File: config.mk
export PLATFORM = sky130hd
export DESIGN_NAME = kstt_ctrl
export DESIGN_NICKNAME = d
export VERILOG_FILES = /design/src/hdl/kstt_pkg.sv /design/src/hdl/kstt_ctrl.sv
export VERILOG_INCLUDE_DIRS = /design/src /design/src/hdl
export SDC_FILE = /design/constraint.sdc
export NUM_CORES = 1
export LEC_CHECK = 0
export BUFFER_PORTS_ARGS = -buffer_cell sky130_fd_sc_hd__buf_2
export CAP_MARGIN = 20
export CORE_AREA = 2 2 39 41
export DETAILED_ROUTE_END_ITERATION = 10
export DIE_AREA = 0 0 41 43
export PLACE_DENSITY = 0.51
export SETUP_SLACK_MARGIN = 0.4
export SLEW_MARGIN = 20
export SYNTH_ARGS = -nofsm -noshare
export SYNTH_HDL_FRONTEND = slang
export SYNTH_SLANG_ARGS = --single-unit
File: constraint.sdc
create_clock -name clk -period 1.5 [get_ports clk]
set_clock_uncertainty 0.15 [all_clocks]
set_input_delay 0.3 -clock clk [delete_from_list [all_inputs] [get_ports clk]]
set_output_delay 0.3 -clock clk [all_outputs]
set_load 0.02 [all_outputs]
File: src/hdl/assert_macros.svh
// Assertion macros shared by the key state tracker RTL.
`ifndef ASSERT_MACROS_SVH
`define ASSERT_MACROS_SVH

// Property that must hold at every clock edge out of reset.
`define ASSERT_PROP(lbl, prop, msg) \
  lbl: assert property (@(posedge clk) disable iff (!rst_n) prop) \
    else $error(msg);

// Condition that must never be true at a clock edge out of reset.
`define ASSERT_NEVER(lbl, expr, msg) \
  lbl: assert property (@(posedge clk) disable iff (!rst_n) !(expr)) \
    else $error(msg);

`endif

File: src/hdl/kstt_pkg.sv
// Types, codes and constants of the key state tracker.
`default_nettype none

package kstt_pkg;

  // Default geometry and widths.
  localparam int KEY_COUNT = 128;
  localparam int KEY_W     = 8;
  localparam int TIME_W    = 32;
  localparam int DLY_W     = 16;
  localparam int CFG_IDX_W = 2;

  // Configuration register indexes.
  localparam logic [CFG_IDX_W-1:0] CFG_INIT_DELAY = 2'd0;
  localparam logic [CFG_IDX_W-1:0] CFG_REPEAT_IVL = 2'd1;

  // Configuration reset values in milliseconds.
  localparam logic [DLY_W-1:0] INIT_DELAY_RST = 16'd500;
  localparam logic [DLY_W-1:0] REPEAT_IVL_RST = 16'd100;

  // Bit positions in a key flag word.
  localparam int FLAG_DOWN    = 0;
  localparam int FLAG_PRESSED = 1;
  localparam int FLAG_TYPED   = 2;
  localparam int FLAG_W       = 3;

  typedef enum logic [1:0] {
    OP_PRESS   = 2'd0,
    OP_RELEASE = 2'd1,
    OP_TICK    = 2'd2,
    OP_QUERY   = 2'd3
  } op_t;

  typedef struct packed {
    logic [1:0]        opcode;
    logic [KEY_W-1:0]  key_code;
    logic [TIME_W-1:0] now_ms;
    logic              check_valid;
  } in_beat_t;

  typedef struct packed {
    logic is_down;
    logic was_pressed;
    logic was_typed;
    logic bad_key;
  } out_beat_t;

  typedef enum logic [2:0] {
    ST_IDLE,
    ST_DECODE,
    ST_REL_WR,
    ST_TICK,
    ST_FIN
  } state_t;

  // Commands from the controller to the datapath.
  typedef struct packed {
    logic cap;
    logic press_wr;
    logic rel_rd;
    logic rel_wr;
    logic qry_rd;
    logic sweep_start;
    logic sweep_step;
    logic out_load;
  } cmd_t;

  // Status from the datapath to the controller.
  typedef struct packed {
    op_t  op;
    logic key_ok;
    logic sweep_done;
    logic out_free;
  } stat_t;

endpackage

`default_nettype wire

File: src/hdl/kstt_ctrl.sv
// Controller state machine of the key state tracker.
`default_nettype none
`include "assert_macros.svh"

module kstt_ctrl (
  input  wire logic            clk,
  input  wire logic            rst_n,
  input  wire logic            in_valid,
  output logic                 in_ready,
  input  wire kstt_pkg::stat_t stat_i,
  output kstt_pkg::cmd_t       cmd_o
);

  kstt_pkg::state_t state_r;
  kstt_pkg::state_t state_nxt;

  always_ff @(posedge clk) begin
    if (!rst_n) begin
      state_r <= kstt_pkg::ST_IDLE;
    end else begin
      state_r <= state_nxt;
    end
  end

  // Next state.
  always_comb begin
    state_nxt = state_r;
    case (state_r)
      kstt_pkg::ST_IDLE: begin
        if (in_valid) begin
          state_nxt = kstt_pkg::ST_DECODE;
        end
      end
      kstt_pkg::ST_DECODE: begin
        if (stat_i.op == kstt_pkg::OP_TICK) begin
          state_nxt = kstt_pkg::ST_TICK;
        end else if (stat_i.op == kstt_pkg::OP_RELEASE && stat_i.key_ok) begin
          state_nxt = kstt_pkg::ST_REL_WR;
        end else begin
          state_nxt = kstt_pkg::ST_FIN;
        end
      end
      kstt_pkg::ST_REL_WR: begin
        state_nxt = kstt_pkg::ST_FIN;
      end
      kstt_pkg::ST_TICK: begin
        if (stat_i.sweep_done) begin
          state_nxt = kstt_pkg::ST_FIN;
        end
      end
      kstt_pkg::ST_FIN: begin
        if (stat_i.out_free) begin
          state_nxt = kstt_pkg::ST_IDLE;
        end
      end
      default: begin
        state_nxt = kstt_pkg::ST_IDLE;
      end
    endcase
  end

  // Commands issued in each state.
  always_comb begin
    cmd_o    = '0;
    in_ready = 1'b0;
    case (state_r)
      kstt_pkg::ST_IDLE: begin
        in_ready  = 1'b1;
        cmd_o.cap = in_valid;
      end
      kstt_pkg::ST_DECODE: begin
        case (stat_i.op)
          kstt_pkg::OP_PRESS:   cmd_o.press_wr    = stat_i.key_ok;
          kstt_pkg::OP_RELEASE: cmd_o.rel_rd      = stat_i.key_ok;
          kstt_pkg::OP_TICK:    cmd_o.sweep_start = 1'b1;
          kstt_pkg::OP_QUERY:   cmd_o.qry_rd      = stat_i.key_ok;
          default: begin
          end
        endcase
      end
      kstt_pkg::ST_REL_WR: begin
        cmd_o.rel_wr = 1'b1;
      end
      kstt_pkg::ST_TICK: begin
        cmd_o.sweep_step = !stat_i.sweep_done;
      end
      kstt_pkg::ST_FIN: begin
        cmd_o.out_load = stat_i.out_free;
      end
      default: begin
      end
    endcase
  end

  // A result is only loaded into a free output register.
  `ASSERT_PROP(a_load_free, cmd_o.out_load |-> stat_i.out_free,
               "result loaded while output register busy")
  // A frame sweep ends only by finishing the item.
  `ASSERT_PROP(a_tick_exit,
               state_r == kstt_pkg::ST_TICK |=>
               (state_r == kstt_pkg::ST_TICK || state_r == kstt_pkg::ST_FIN),
               "frame sweep left to an unexpected state")

endmodule

`default_nettype wire

Word level (Yosys, flattened, before mapping)
Index checks and enable logic that the tools add are counted.
{ "totals": {"elab_cells": 33, "register_bits": 3, "input_bits": 8, "out_inout_bits": 9} }
{ "classes": {"n_mux": 17, "reduce_logical": 5, "n_eq_ne": 10} }
{ "op_table": {"columns": ["operator", "count"], "rows": [
  ["3-bit 2-to-1 mux", 5],
  ["3-bit case mux with 5 select lines", 1],
  ["1-bit 2-to-1 mux", 9],
  ["3-bit by 2-bit equality test with 1-bit output, second input constant", 2],
  ["2-bit inequality test, second input constant", 3],
  ["2-bit equality test, second input constant", 2],
  ["2-bit 2-to-1 mux", 2],
  ["3-bit by 1-bit equality test with 1-bit output, second input constant", 1],
  ["3-bit equality test, second input constant", 1],
  ["3-bit logical NOT", 1],
  ["3-bit AND reduction", 1],
  ["2-bit by 1-bit equality test with 1-bit output, second input constant", 1],
  ["2-bit logical NOT", 1],
  ["1-bit logical AND", 1],
  ["1-bit logical NOT", 1]
]} }

Logic depth before layout (Yosys ltp)
{ "logic_depth": {"word_depth": 5, "depth_mapped": 4, "depth_no_buf": 3} }

Worst setup path after synthesis
No wires, ideal clock.
{ "synth_path": {"path_kind": "register to output", "start": "register state_r[1]", "end": "output port cmd_o[7] (netlist bit)", "required_time_ns": 1.050, "n_path_buf": 1, "slack_ns": -0.233, "stages_incl_launch_ff": 4, "arrival_time_ns": 1.283, "cell_sequence": "dfxtp_1 buf_6 nor3_1 and2_1"} }
{ "synth_lines": {"columns": ["element", "line", "rtl"], "rows": [
  ["from (decl)", "kstt_ctrl.sv:14", "kstt_pkg::state_t state_r;"],
  ["from (signal assigned)", "kstt_ctrl.sv:19", "state_r <= kstt_pkg::ST_IDLE;"],
  ["from (signal assigned)", "kstt_ctrl.sv:21", "state_r <= state_nxt;"],
  ["to (decl)", "kstt_ctrl.sv:11", "output kstt_pkg::cmd_t cmd_o"]
]} }

==> flow_summary.json <==
{
  "syn_inst": 36,
  "core_area_um2": 1384,
  "grt_max_degree": 9,
  "io_pins": 17,
  "detail_route.drc_violations": 0,
  "synth_ff_type": "dfxtp_1",
  "whs_path_depth": 2,
  "crit_fanout": 3,
  "dp_hpwl_um": 621.6,
  "async_flop_share": 0,
  "drt-total-wl_um": 907,
  "netlist-cell-type-count": 23,
  "slew_headroom": 0.8499,
  "final.period_utilization": 1.115,
  "regMostFlops": "state_r",
  "seq_area_frac_synth": 0.2124,
  "required_ps": 1050,
  "cellLeakagePower_uw": 0.0002818,
  "via_per_inst": 4.463,
  "syn_nets": 44,
  "holdWs_ps": 181.6,
  "clk_latency_ps": 230,
  "htreeDepth": 1,
  "cts.sinks": 3,
  "violations": "setup timing",
  "cts_buffers": 3,
  "nets": 73,
  "syn_to_final_growth_pct": 117.7,
  "drv_cap": 0,
  "die_w_um": 41,
  "layout-drive-gt1-share": 0.7656,
  "synth-seq-cells": 3,
  "synth_area_leaders": "dfxtp_1 21%, nand2b_1 8.8%, nor3_1 7.1%",
  "seqCellArea_um2": 66.31,
  "dp_cells": 71,
  "synthDominantCellAreaShare": 0.2124,
  "fillCellCount": 136,
  "fin_cells": 80,
  "wl_per_cell_um": 11.34,
  "endpoint_kind": "output port",
  "multiInputGateArea_um2": 287.8,
  "holdBufCountCts": 0,
  "grt_usage": 0.1192,
  "grt_pass1_wl_um": 1324,
  "hold_violations": 0,
  "start_util": 0.2043,
  "synth_top_area_cell": "dfxtp_1",
  "rows": 14,
  "fmax_ghz": 0.5981,
  "largest_register_ffs": 3,
  "worst-setup-path-type": "flop to output port",
  "cts.clk_slew.worst_paths_ps": 40,
  "worstSetupStartpointType": "flop",
  "worst_slew_pin_slew_ps": 225.1,
  "slew_viol_final": 0,
  "cellPowerDensity_nw_per_um2": 858.6,
  "grt_pass1_vias": 313,
  "drtIter0Drc": 2,
  "grt_overflow": 0,
  "first_pass_iters": 2,
  "cts_buffer_depth": 2,
  "setup_viol": 9,
  "reg2reg_depth": 4,
  "via_count": 357,
  "hold_path_class": "input port to flop",
  "diodes": 0,
  "netlist_area_um2": 282.8,
  "yosysWarningCount": 0,
  "largest_registers": "state_r x3",
  "die_h_um": 43,
  "period_needed_ps": 1672,
  "dieArea_um2": 1763,
  "cts_tree": "done",
  "place_congestion": 0.6542,
  "root_buffer": "clkbuf_4",
  "setup_ws_ps": -171.9,
  "outcome": "finished with violations",
  "rsz0062_at_grt": "true",
  "antenna_left": 0,
  "synth-edff-count": 0,
  "peakVddDrop_v": 0.0003963,
  "antenna_found_initial": 0,
  "io_buffers": 16,
  "synth.avg_cell_area_um2": 7.855,
  "arrival_ps": 1220
}
## per-layer routing
layer / share of wire / vias to the layer above / track usage
li1: - / 185 / -
met1: 0.41 / 162 / 0.1342
met2: 0.52 / 8 / 0.1719
met3: 0.056 / 2 / 0.05236
met4: 0.013 / 0 / 0.08000
met5: 0 / - / 0
## cells by family (layout without fill, tap and decap cells)
group	count (synthesis)	count (layout)	share of synthesized area
simple gates	21	21	0.4513
compound gates	8	8	0.2433
flops	3	3	0.2124
buf+inv	4	32	0.09294
## final cells by class
type / count / area share
clock buffer: 4 / 0.04268
inverter: 2 / 0.01220
multi-input combinational: 29 / 0.4675
sequential: 3 / 0.1077
tap: 16 / 0.03252
timing repair buffer: 26 / 0.3374
## layout by cell type (no fill, tap or decap), types with 3 or more instances in the layout
master,n
nand2b_4,3
nand2_1,3
buf_6,8
nor3_2,3
buf_4,11
buf_2,7
clkbuf_4,3
## Yosys cell counts (2+ instances only)
library cell / instances
nand2b_1: 4
nand2_1: 3
dfxtp_1: 3
inv_1: 2
nor2_1: 3
nor3_1: 4
## worst paths after layout
check,slack [ps],start,endpoint
setup / recovery,-170,state_r[2]$_SDFFE_PN0P_,cmd_o[6]
hold / removal,180,rst_n,state_r[1]$_SDFFE_PN0P_
setup reg to reg,170,state_r[0]$_SDFFE_PN0P_,state_r[2]$_SDFFE_PN0P_
hold reg to reg,400,state_r[1]$_SDFFE_PN0P_,state_r[0]$_SDFFE_PN0P_
## critical path: stages (launching register included)
cell and delay [ps]:
dfxtp_2 310, and2b_2 230, nand2b_4 80, nor4b_4 200, buf_4 170
## what timing repair did
| action | in CTS | in global routing |
|---|---|---|
| pin swaps | 4 | 3 |
| setup endpoints to repair | 11 | 11 |
| resized for setup | 24 | 6 |
| buffers inserted | 3 | 2 |
## power by group
part | switching (uW) | internal, uW
sequential | 6.17 | 91.0
combinational | 132 | 156
clock | 43.5 | 99.8
total | 182 | 347
## stage by stage
step                power (uW)  setup WS, ps  TNS, ps    util  instance area, um2
floorplan                233.7        -24.51   -47.64       -               332.8
global placement         294.3         15.20        0  0.3237               447.9
detailed placement       295.6       -0.8140  -0.8140  0.3237               447.9
CTS                      503.5        -185.1    -1018  0.4186               579.3
global route             566.1        -233.8    -1522  0.4448               615.6
finish                   528.5        -171.9   -998.2  0.4448               615.6
(Power assumes the default switching activity.)
